### config.mk
export PLATFORM = sky130hd
export DESIGN_NAME = bounded_deque_with_dump_flat
export DESIGN_NICKNAME = d
export VERILOG_FILES = /design/src/hdl/bdq_pkg.sv /design/src/hdl/bdq_if.sv /design/src/hdl/bounded_deque_with_dump.sv /design/src/hdl/bdq_ram.sv /design/src/hdl/bdq_ring.sv /design/src/hdl/bdq_seq.sv /design/src/flat_wrapper.sv
export SDC_FILE = /design/constraint.sdc
export NUM_CORES = 2
export LEC_CHECK = 0
export BUFFER_PORTS_ARGS = -buffer_cell sky130_fd_sc_hd__buf_2
export CAP_MARGIN = 5
export CELL_PAD_IN_SITES_DETAIL_PLACEMENT = 2
export CELL_PAD_IN_SITES_GLOBAL_PLACEMENT = 2
export CORE_MARGIN = 2
export CORE_UTILIZATION = 45
export CTS_CLUSTER_SIZE = 40
export DETAILED_ROUTE_END_ITERATION = 10
export PLACE_DENSITY = 0.67
export SYNTH_ARGS = -nofsm -noshare
export SYNTH_HDL_FRONTEND = slang
export SYNTH_SLANG_ARGS = --single-unit
### constraint.sdc
create_clock -name clk_i -period 9.38 [get_ports clk_i]
set_clock_uncertainty 0.05 [all_clocks]
set_input_delay 1.407 -clock clk_i [delete_from_list [all_inputs] [get_ports clk_i]]
set_output_delay 1.407 -clock clk_i [all_outputs]
set_load 0.05 [all_outputs]
### src/hdl/bdq_pkg.sv
// bdq_pkg: shared types and constants for the bounded deque with dump
// used by the channel interfaces and every module of the block but bdq_ram
package bdq_pkg;

  localparam int DEPTH    = 64;
  localparam int IDX_W    = (DEPTH > 1) ? $clog2(DEPTH) : 1;
  localparam int CNT_W    = $clog2(DEPTH + 1);
  localparam int DATA_W   = 32;
  localparam int FUNC_W   = 3;
  localparam int STATUS_W = 2;

  typedef logic signed [DATA_W-1:0] data_t;
  typedef logic [IDX_W-1:0]         idx_t;
  typedef logic [CNT_W-1:0]         cnt_t;

  typedef enum logic [FUNC_W-1:0] {
    FN_PUSH_FRONT = 3'd0,
    FN_PUSH_BACK  = 3'd1,
    FN_POP_FRONT  = 3'd2,
    FN_POP_BACK   = 3'd3,
    FN_DUMP       = 3'd4
  } func_e;

  typedef enum logic [STATUS_W-1:0] {
    ST_OK    = 2'd0,
    ST_EMPTY = 2'd1,
    ST_FULL  = 2'd2
  } status_e;

  typedef enum logic [1:0] {
    S_IDLE,
    S_DUMP_RD,
    S_DUMP_WR
  } state_e;

  // operands of the shared ring-position adder
  typedef struct packed {
    idx_t base;
    idx_t offset;
  } ring_req_t;

  // entry store access from the sequencer
  typedef struct packed {
    logic  we;
    idx_t  waddr;
    data_t wdata;
    logic  re;
    idx_t  raddr;
  } mem_req_t;

endpackage

### src/hdl/bdq_if.sv
// bdq_in_if / bdq_out_if: valid/ready channels of the deque
// depends on bdq_pkg for field widths
interface bdq_in_if;
  logic                       valid;
  logic                       ready;
  logic [bdq_pkg::FUNC_W-1:0] func;
  bdq_pkg::data_t             value;

  modport source (output valid, output func, output value, input ready);
  modport sink   (input valid, input func, input value, output ready);
endinterface

interface bdq_out_if;
  logic                         valid;
  logic                         ready;
  bdq_pkg::data_t               value_res;
  logic [bdq_pkg::STATUS_W-1:0] status;
  logic                         last;

  modport source (output valid, output value_res, output status, output last, input ready);
  modport sink   (input valid, input value_res, input status, input last, output ready);
endinterface

### src/hdl/bounded_deque_with_dump.sv
// bounded_deque_with_dump: top level of the bounded double-ended queue
// depends on bdq_pkg, bdq_if, bdq_ring, bdq_ram and bdq_seq
//
// usage
//  - in_i carries one operation per transfer: func (push front, push back,
//    pop front, pop back, dump) and value, the word to push
//  - out_o carries results: value_res (stored word during a dump, else zero),
//    status (ok, empty, full with push dropped) and last on the final result
//  - push and pop give one result, in the cycle after the transfer, from an
//    output register; with the receiver ready, one push or pop per cycle
//  - a dump gives one result per stored word, front to back; each word goes
//    through the entry store read, then the output register, and the
//    sequencer waits for the read data before it issues the next read;
//    in_i is not ready until the last word is out
//  - a dump on an empty queue gives a single result with status empty
//  - unused func codes are taken and give no result
//  - reset empties the queue at once; the entry store is not cleared, only
//    occupied entries are ever read
//  - when the receiver stalls the result holds in the output register and
//    in_i drops ready until that result leaves
module bounded_deque_with_dump (
  input  logic      clk_i,
  input  logic      rst_ni,
  bdq_in_if.sink    in_i,
  bdq_out_if.source out_o
);

  bdq_pkg::ring_req_t ring_req;
  bdq_pkg::idx_t      ring_pos;
  bdq_pkg::mem_req_t  mem_req;
  bdq_pkg::data_t     mem_rdata;

  // one adder serves push and pop index updates and the dump walk
  bdq_ring u_ring (
    .req_i (ring_req),
    .pos_o (ring_pos)
  );

  // ring store of the queue entries
  bdq_ram #(
    .Depth (bdq_pkg::DEPTH),
    .Width (bdq_pkg::DATA_W)
  ) u_store (
    .clk_i   (clk_i),
    .we_i    (mem_req.we),
    .waddr_i (mem_req.waddr),
    .wdata_i (mem_req.wdata),
    .re_i    (mem_req.re),
    .raddr_i (mem_req.raddr),
    .rdata_o (mem_rdata)
  );

  // operation decode, front index and count, dump walk, result register
  bdq_seq u_seq (
    .clk_i       (clk_i),
    .rst_ni      (rst_ni),
    .in_i        (in_i),
    .out_o       (out_o),
    .ring_req_o  (ring_req),
    .ring_pos_i  (ring_pos),
    .mem_req_o   (mem_req),
    .mem_rdata_i (mem_rdata)
  );

endmodule

### src/hdl/bdq_ram.sv
// bdq_ram: generic one-write one-read memory with registered read data
// no dependencies
module bdq_ram #(
  parameter int Depth = 64,
  parameter int Width = 32
) (
  input  logic                                       clk_i,
  input  logic                                       we_i,
  input  logic [((Depth > 1) ? $clog2(Depth) : 1)-1:0] waddr_i,
  input  logic [Width-1:0]                           wdata_i,
  input  logic                                       re_i,
  input  logic [((Depth > 1) ? $clog2(Depth) : 1)-1:0] raddr_i,
  output logic [Width-1:0]                           rdata_o
);

  logic [Width-1:0] mem_q [Depth];

  always_ff @(posedge clk_i) begin
    if (we_i) begin
      mem_q[waddr_i] <= wdata_i;
    end
  end

  always_ff @(posedge clk_i) begin
    if (re_i) begin
      rdata_o <= mem_q[raddr_i];
    end
  end

endmodule

### src/hdl/bdq_ring.sv
// bdq_ring: shared ring-position adder, (base + offset) wrapped at DEPTH
// depends on bdq_pkg
module bdq_ring (
  input  bdq_pkg::ring_req_t req_i,
  output bdq_pkg::idx_t      pos_o
);

  logic [bdq_pkg::IDX_W:0] sum;

  always_comb begin
    sum = {1'b0, req_i.base} + {1'b0, req_i.offset};
    // both operands stay below DEPTH, so one subtract is enough
    if (sum >= (bdq_pkg::IDX_W + 1)'(bdq_pkg::DEPTH)) begin
      sum = sum - (bdq_pkg::IDX_W + 1)'(bdq_pkg::DEPTH);
    end
    pos_o = sum[bdq_pkg::IDX_W-1:0];
  end

endmodule

### src/hdl/bdq_seq.sv
// bdq_seq: sequencer of the deque, holds front index, count and result register
// depends on bdq_pkg and the bdq_in_if / bdq_out_if interfaces
module bdq_seq (
  input  logic                clk_i,
  input  logic                rst_ni,
  bdq_in_if.sink              in_i,
  bdq_out_if.source           out_o,
  output bdq_pkg::ring_req_t  ring_req_o,
  input  bdq_pkg::idx_t       ring_pos_i,
  output bdq_pkg::mem_req_t   mem_req_o,
  input  bdq_pkg::data_t      mem_rdata_i
);

  bdq_pkg::state_e state_q, state_d;
  bdq_pkg::idx_t   front_q, front_d;
  bdq_pkg::cnt_t   count_q, count_d;
  bdq_pkg::idx_t   idx_q, idx_d;

  logic                         out_valid_q, out_valid_d;
  bdq_pkg::data_t               out_value_q, out_value_d;
  logic [bdq_pkg::STATUS_W-1:0] out_status_q, out_status_d;
  logic                         out_last_q, out_last_d;

  logic out_free;
  logic take;
  logic is_full;
  logic is_empty;
  logic dump_last;

  assign out_free  = !out_valid_q || out_o.ready;
  assign in_i.ready = (state_q == bdq_pkg::S_IDLE) && out_free;
  assign take      = in_i.valid && in_i.ready;
  assign is_full   = (count_q == bdq_pkg::CNT_W'(bdq_pkg::DEPTH));
  assign is_empty  = (count_q == '0);
  assign dump_last = ((bdq_pkg::CNT_W'(idx_q) + bdq_pkg::CNT_W'(1)) == count_q);

  assign out_o.valid     = out_valid_q;
  assign out_o.value_res = out_value_q;
  assign out_o.status    = out_status_q;
  assign out_o.last      = out_last_q;

  always_ff @(posedge clk_i or negedge rst_ni) begin
    if (!rst_ni) begin
      state_q     <= bdq_pkg::S_IDLE;
      front_q     <= '0;
      count_q     <= '0;
      idx_q       <= '0;
      out_valid_q <= 1'b0;
    end else begin
      state_q     <= state_d;
      front_q     <= front_d;
      count_q     <= count_d;
      idx_q       <= idx_d;
      out_valid_q <= out_valid_d;
    end
  end

  always_ff @(posedge clk_i) begin
    out_value_q  <= out_value_d;
    out_status_q <= out_status_d;
    out_last_q   <= out_last_d;
  end

  always_comb begin
    state_d      = state_q;
    front_d      = front_q;
    count_d      = count_q;
    idx_d        = idx_q;
    out_valid_d  = out_valid_q && !out_o.ready;
    out_value_d  = out_value_q;
    out_status_d = out_status_q;
    out_last_d   = out_last_q;

    ring_req_o.base   = front_q;
    ring_req_o.offset = count_q[bdq_pkg::IDX_W-1:0];

    mem_req_o.we    = 1'b0;
    mem_req_o.waddr = ring_pos_i;
    mem_req_o.wdata = in_i.value;
    mem_req_o.re    = 1'b0;
    mem_req_o.raddr = ring_pos_i;

    unique case (state_q)
      bdq_pkg::S_IDLE: begin
        unique case (in_i.func)
          bdq_pkg::FN_PUSH_FRONT: ring_req_o.offset = bdq_pkg::IDX_W'(bdq_pkg::DEPTH - 1);
          bdq_pkg::FN_POP_FRONT:  ring_req_o.offset = bdq_pkg::IDX_W'(1);
          default:                ring_req_o.offset = count_q[bdq_pkg::IDX_W-1:0];
        endcase

        if (take) begin
          unique case (in_i.func)
            bdq_pkg::FN_PUSH_FRONT, bdq_pkg::FN_PUSH_BACK: begin
              out_valid_d = 1'b1;
              out_value_d = '0;
              out_last_d  = 1'b1;
              if (is_full) begin
                out_status_d = bdq_pkg::ST_FULL;
              end else begin
                out_status_d = bdq_pkg::ST_OK;
                mem_req_o.we = 1'b1;
                count_d      = count_q + bdq_pkg::CNT_W'(1);
                if (in_i.func == bdq_pkg::FN_PUSH_FRONT) begin
                  front_d = ring_pos_i;
                end
              end
            end
            bdq_pkg::FN_POP_FRONT, bdq_pkg::FN_POP_BACK: begin
              out_valid_d = 1'b1;
              out_value_d = '0;
              out_last_d  = 1'b1;
              if (is_empty) begin
                out_status_d = bdq_pkg::ST_EMPTY;
              end else begin
                out_status_d = bdq_pkg::ST_OK;
                count_d      = count_q - bdq_pkg::CNT_W'(1);
                if (in_i.func == bdq_pkg::FN_POP_FRONT) begin
                  front_d = ring_pos_i;
                end
              end
            end
            bdq_pkg::FN_DUMP: begin
              if (is_empty) begin
                out_valid_d  = 1'b1;
                out_value_d  = '0;
                out_status_d = bdq_pkg::ST_EMPTY;
                out_last_d   = 1'b1;
              end else begin
                idx_d   = '0;
                state_d = bdq_pkg::S_DUMP_RD;
              end
            end
            default: begin
              // unused codes are taken and dropped
            end
          endcase
        end
      end

      bdq_pkg::S_DUMP_RD: begin
        ring_req_o.offset = idx_q;
        mem_req_o.re      = 1'b1;
        state_d           = bdq_pkg::S_DUMP_WR;
      end

      bdq_pkg::S_DUMP_WR: begin
        if (out_free) begin
          out_valid_d  = 1'b1;
          out_value_d  = mem_rdata_i;
          out_status_d = bdq_pkg::ST_OK;
          out_last_d   = dump_last;
          if (dump_last) begin
            state_d = bdq_pkg::S_IDLE;
          end else begin
            idx_d   = idx_q + bdq_pkg::IDX_W'(1);
            state_d = bdq_pkg::S_DUMP_RD;
          end
        end
      end

      default: begin
        state_d = bdq_pkg::S_IDLE;
      end
    endcase
  end

endmodule

### src/flat_wrapper.sv
// flat-port wrapper written by rule: the top's interface ports become plain ports
module bounded_deque_with_dump_flat 
  (clk_i, rst_ni, in_i_valid, in_i_func, in_i_value, in_i_ready, out_o_valid, out_o_value_res, out_o_status, out_o_last, out_o_ready);
  bdq_in_if in_i_i ();
  bdq_out_if out_o_i ();
  input  logic clk_i;
  input  logic rst_ni;
  input wire logic [$bits(in_i_i.valid)-1:0] in_i_valid;
  input wire logic [$bits(in_i_i.func)-1:0] in_i_func;
  input wire logic [$bits(in_i_i.value)-1:0] in_i_value;
  output wire logic [$bits(in_i_i.ready)-1:0] in_i_ready;
  output wire logic [$bits(out_o_i.valid)-1:0] out_o_valid;
  output wire logic [$bits(out_o_i.value_res)-1:0] out_o_value_res;
  output wire logic [$bits(out_o_i.status)-1:0] out_o_status;
  output wire logic [$bits(out_o_i.last)-1:0] out_o_last;
  input wire logic [$bits(out_o_i.ready)-1:0] out_o_ready;
  assign in_i_i.valid = in_i_valid;
  assign in_i_i.func = in_i_func;
  assign in_i_i.value = in_i_value;
  assign in_i_ready = in_i_i.ready;
  assign out_o_valid = out_o_i.valid;
  assign out_o_value_res = out_o_i.value_res;
  assign out_o_status = out_o_i.status;
  assign out_o_last = out_o_i.last;
  assign out_o_i.ready = out_o_ready;
  bounded_deque_with_dump u_core (.clk_i(clk_i), .rst_ni(rst_ni), .in_i(in_i_i), .out_o(out_o_i));
endmodule
==> results.yml <==
outcome:
  status: "finished, final reports clean"
worst_setup_path:
  path_cells: "buf_2 -> nor2b_1 -> nand3b_1 -> o221a_2 -> ha_1 -> a21oi_2 -> o21ai_0 -> xor3_2 -> buf_4 -> and2_1 -> a22oi_1 -> o21ai_1"
  cp-end-kind: "flop"
  path_depth: 12
  cp_max_fo: 29
  slowest_stage: "and2_1"
  critPathArrivalTime_ns: 7.22
  crit_type: "in2reg"
  crit_buf_inv: 2
  critPathMaxStageDelay_ns: 1.11
  cp_top_family: "simple AND/OR/NAND/NOR gates"
  worstPathRequired_ns: 10.03
  reg2regPathDepth: 12
  critPathLaunchType: "input pin"
timing:
  setup-violations-final: 0
  worst_pin_slew_ns: 1.311
  min_period_ns: 6.572
  finalHoldViolations: 0
  slew-limit-headroom_pct: 12.61
  grt_setup_unrepaired: "no"
  post-route-period-util_pct: 70.06
  slew_viol_final: 0
  fmax_ghz: 0.1522
  tns_ns: 0
route:
  ant_nets: 0
  vias: 41580
  wire_per_inst_um: 44.76
  route.detailed.drc: 0
  drt-pass1-iter-count: 5
  via_per_inst: 6.611
  drt-total-wl_um: 281500
  first_iter_violations: 5868
job:
  max-cap-violations: 0
finish:
  syn_to_final_growth_pct: 13.52
  nets: 3787
  drive_gt1_share_pct: 30.87
  fin_util_pct: 51.51
  layout.cells.non_filler: 6289
cts:
  cts-root-buf: "clkbuf_16"
  tritoncts: "done"
  post_cts_buffers: 0
  path_clk_slew_ns: 0.06
  insertion_delay_ns: 0.88
  clock_path_buffers: 3
  cts-buffers-inserted: 220
  hold_buffers: 0
  ctsHtreeMaxLevel: 4
  clock-sinks: 2137
  ctsResizeCount: 0
placement:
  dp_cells: 5881
  io_buffers: 75
  place.gp.congestion: 0.7916
  dpl.hpwl_um: 152900
grt:
  grt.total_usage_pct: 29.71
  grt_pass1_vias: 44090
  grt_pass1_wl_um: 378500
  grt_max_degree: 102
  gr-total-overflow: 0
  antenna_found_initial: 21
die:
  die_w_um: 431.4
  placement_rows: 156
  die_h_um: 431.4
  coreArea_sq_um: 181100
  design.die.area_sq_um: 186100
  start_util_pct: 45.38
  pin_count: 76
logic_synthesis:
  syn_nets: 3523
  synth_area_leaders: "edfxtp_1 77%, mux4_2 16%, mux2i_1 1.0%"
  ys_seq_area_share_pct: 77.94
  yosysTopAreaCellShare_pct: 77.27
  synth_async_sr_flop_share_pct: 1.029
  netlist_area_sq_um: 82190
  ys_ff_latch: 2137
  synth_cells: 3470
  netlist-cell-type-count: 62
  synth_common_cells: "2115 x edfxtp_1, 595 x mux4_2, 98 x nor2_1"
  synth_warnings: 0
  synth_most_common_cell: "edfxtp_1"
  synthFlopType: "edfxtp_1"
  synth_edf_count: 2115
  syn_avg_cell_area_sq_um: 23.69
  synth_largest_area_cell: "edfxtp_1"
hold_path:
  hp-class: "in2async"
## worst reg2reg max path: stages, from the launching register on
cell and delay (ns):
dfrtp_1 0.65, o21ba_2 0.25, nor2_2 0.21, o22a_1 0.22, ha_4 0.14, inv_1 0.05, fa_4 1.14, buf_4 0.54
buf_4 0.74, mux4_2 0.50, mux4_2 0.55, a22oi_1 0.72, o21ai_1 0.18
## path summary, 6_finish.rpt
path                                         startpoint                          to  slack (ns)
min in group clk_i              u_core.u_seq.front_q[2]     u_core.u_seq.front_q[2]        0.48
worst min-delay path                             rst_ni     u_core.u_seq.count_q[2]        0.48
worst max-delay path                       in_i_func[1]  u_core.u_store.rdata_o[31]        2.81
max in group asynchronous                        rst_ni     u_core.u_seq.count_q[3]        8.38
worst min register to register  u_core.u_seq.front_q[2]     u_core.u_seq.front_q[2]        0.48
worst max register to register  u_core.u_seq.state_q[0]  u_core.u_store.rdata_o[31]        3.13
## layout make-up
cell class	instances	area, sq um
multi-input cells	1150	17770
repair buffers	217	1672
diodes	16	40.04
flip-flops and latches	2137	64060
fillers	15350	87830
clock buffers	270	5693
clock inverters	121	1074
well taps	2370	2965
inverters	8	31.28
## cell usage in the layout (no fill, tap or decap), types with 7 or more instances in the layout
| cell type | netlist | layout |
|---|---|---|
| buf_4 | 28 | 125 |
| nand3_1 | 19 | 19 |
| nand2_1 | 79 | 79 |
| xnor2_1 | 13 | 10 |
| nand4_1 | 7 | 7 |
| xor2_1 | 9 | 7 |
| mux2i_1 | 84 | 84 |
| clkinv_2 | 0 | 35 |
| nor2_4 | 0 | 64 |
| a21oi_1 | 23 | 23 |
| edfxtp_1 | 2115 | 2115 |
| and2_1 | 37 | 37 |
| buf_2 | 66 | 74 |
| inv_1 | 8 | 7 |
| o21ai_0 | 19 | 18 |
| o21ai_1 | 27 | 28 |
| a22oi_2 | 10 | 10 |
| buf_12 | 0 | 16 |
| clkbuf_1 | 57 | 50 |
| clkinv_1 | 0 | 59 |
| dfrtp_1 | 22 | 22 |
| ha_1 | 12 | 11 |
| a22oi_1 | 8 | 8 |
| mux2_2 | 12 | 12 |
| clkbuf_16 | 0 | 220 |
| diode_2 | 0 | 16 |
| mux4_2 | 595 | 595 |
| nor2_1 | 98 | 34 |
| a211oi_1 | 12 | 11 |
| bufinv_16 | 0 | 9 |
| nor2b_1 | 12 | 11 |
| clkinv_16 | 0 | 9 |
## cells by family (layout without fill, tap and decap cells)
group	after synthesis	count (layout)	share of synthesized area (%)
AOI/OAI and AO/OA	147	147	1.264
xor gates and xnor gates	25	25	0.3045
adders and majority gates	14	14	0.2314
buffers and inverters	183	616	1.174
DFF	2137	2137	77.94
muxes	694	694	17.59
other	0	16	0
and+or+nand+nor	270	270	1.496
## sequential cells by signal, summed over array words and instances, names as in the netlist
register and flops:
u_core.u_seq.out_o.valid 1, u_core.u_seq.count_q 7, u_core.u_seq.out_o.last 1, u_core.u_seq.out_o.value_res 32, u_core.u_seq.idx_q 6, u_core.u_store.rdata_o 32, u_core.u_seq.front_q 6, u_core.u_store.mem_q 2048
u_core.u_seq.state_q 2, u_core.u_seq.out_o.status 2
## routing by layer
layer / vias up / share of wire (%) / GRT usage [%]
li1: 15370 / - / -
met1: 23210 / 38 / 39.52
met2: 2489 / 50 / 49.48
met3: 512 / 7.3 / 4.874
met4: 4 / 4.3 / 11.43
met5: - / 0.0092 / 0
## metrics by stage
step           worst slack (ns)  hold WS (ns)  cell area [sq um]
2_1_floorplan             3.416        0.4375              82190
3_3_place_gp              1.951        0.4508              86330
3_5_place_dp              1.955        0.4654              86470
4_1_cts                   2.899        0.4530              93230
5_1_grt                   2.596        0.4896              93290
6_report                  2.808        0.4805              93300
Power is not shown: default switching activity piles up to over one toggle a cycle in this logic, so the estimate is an artifact.
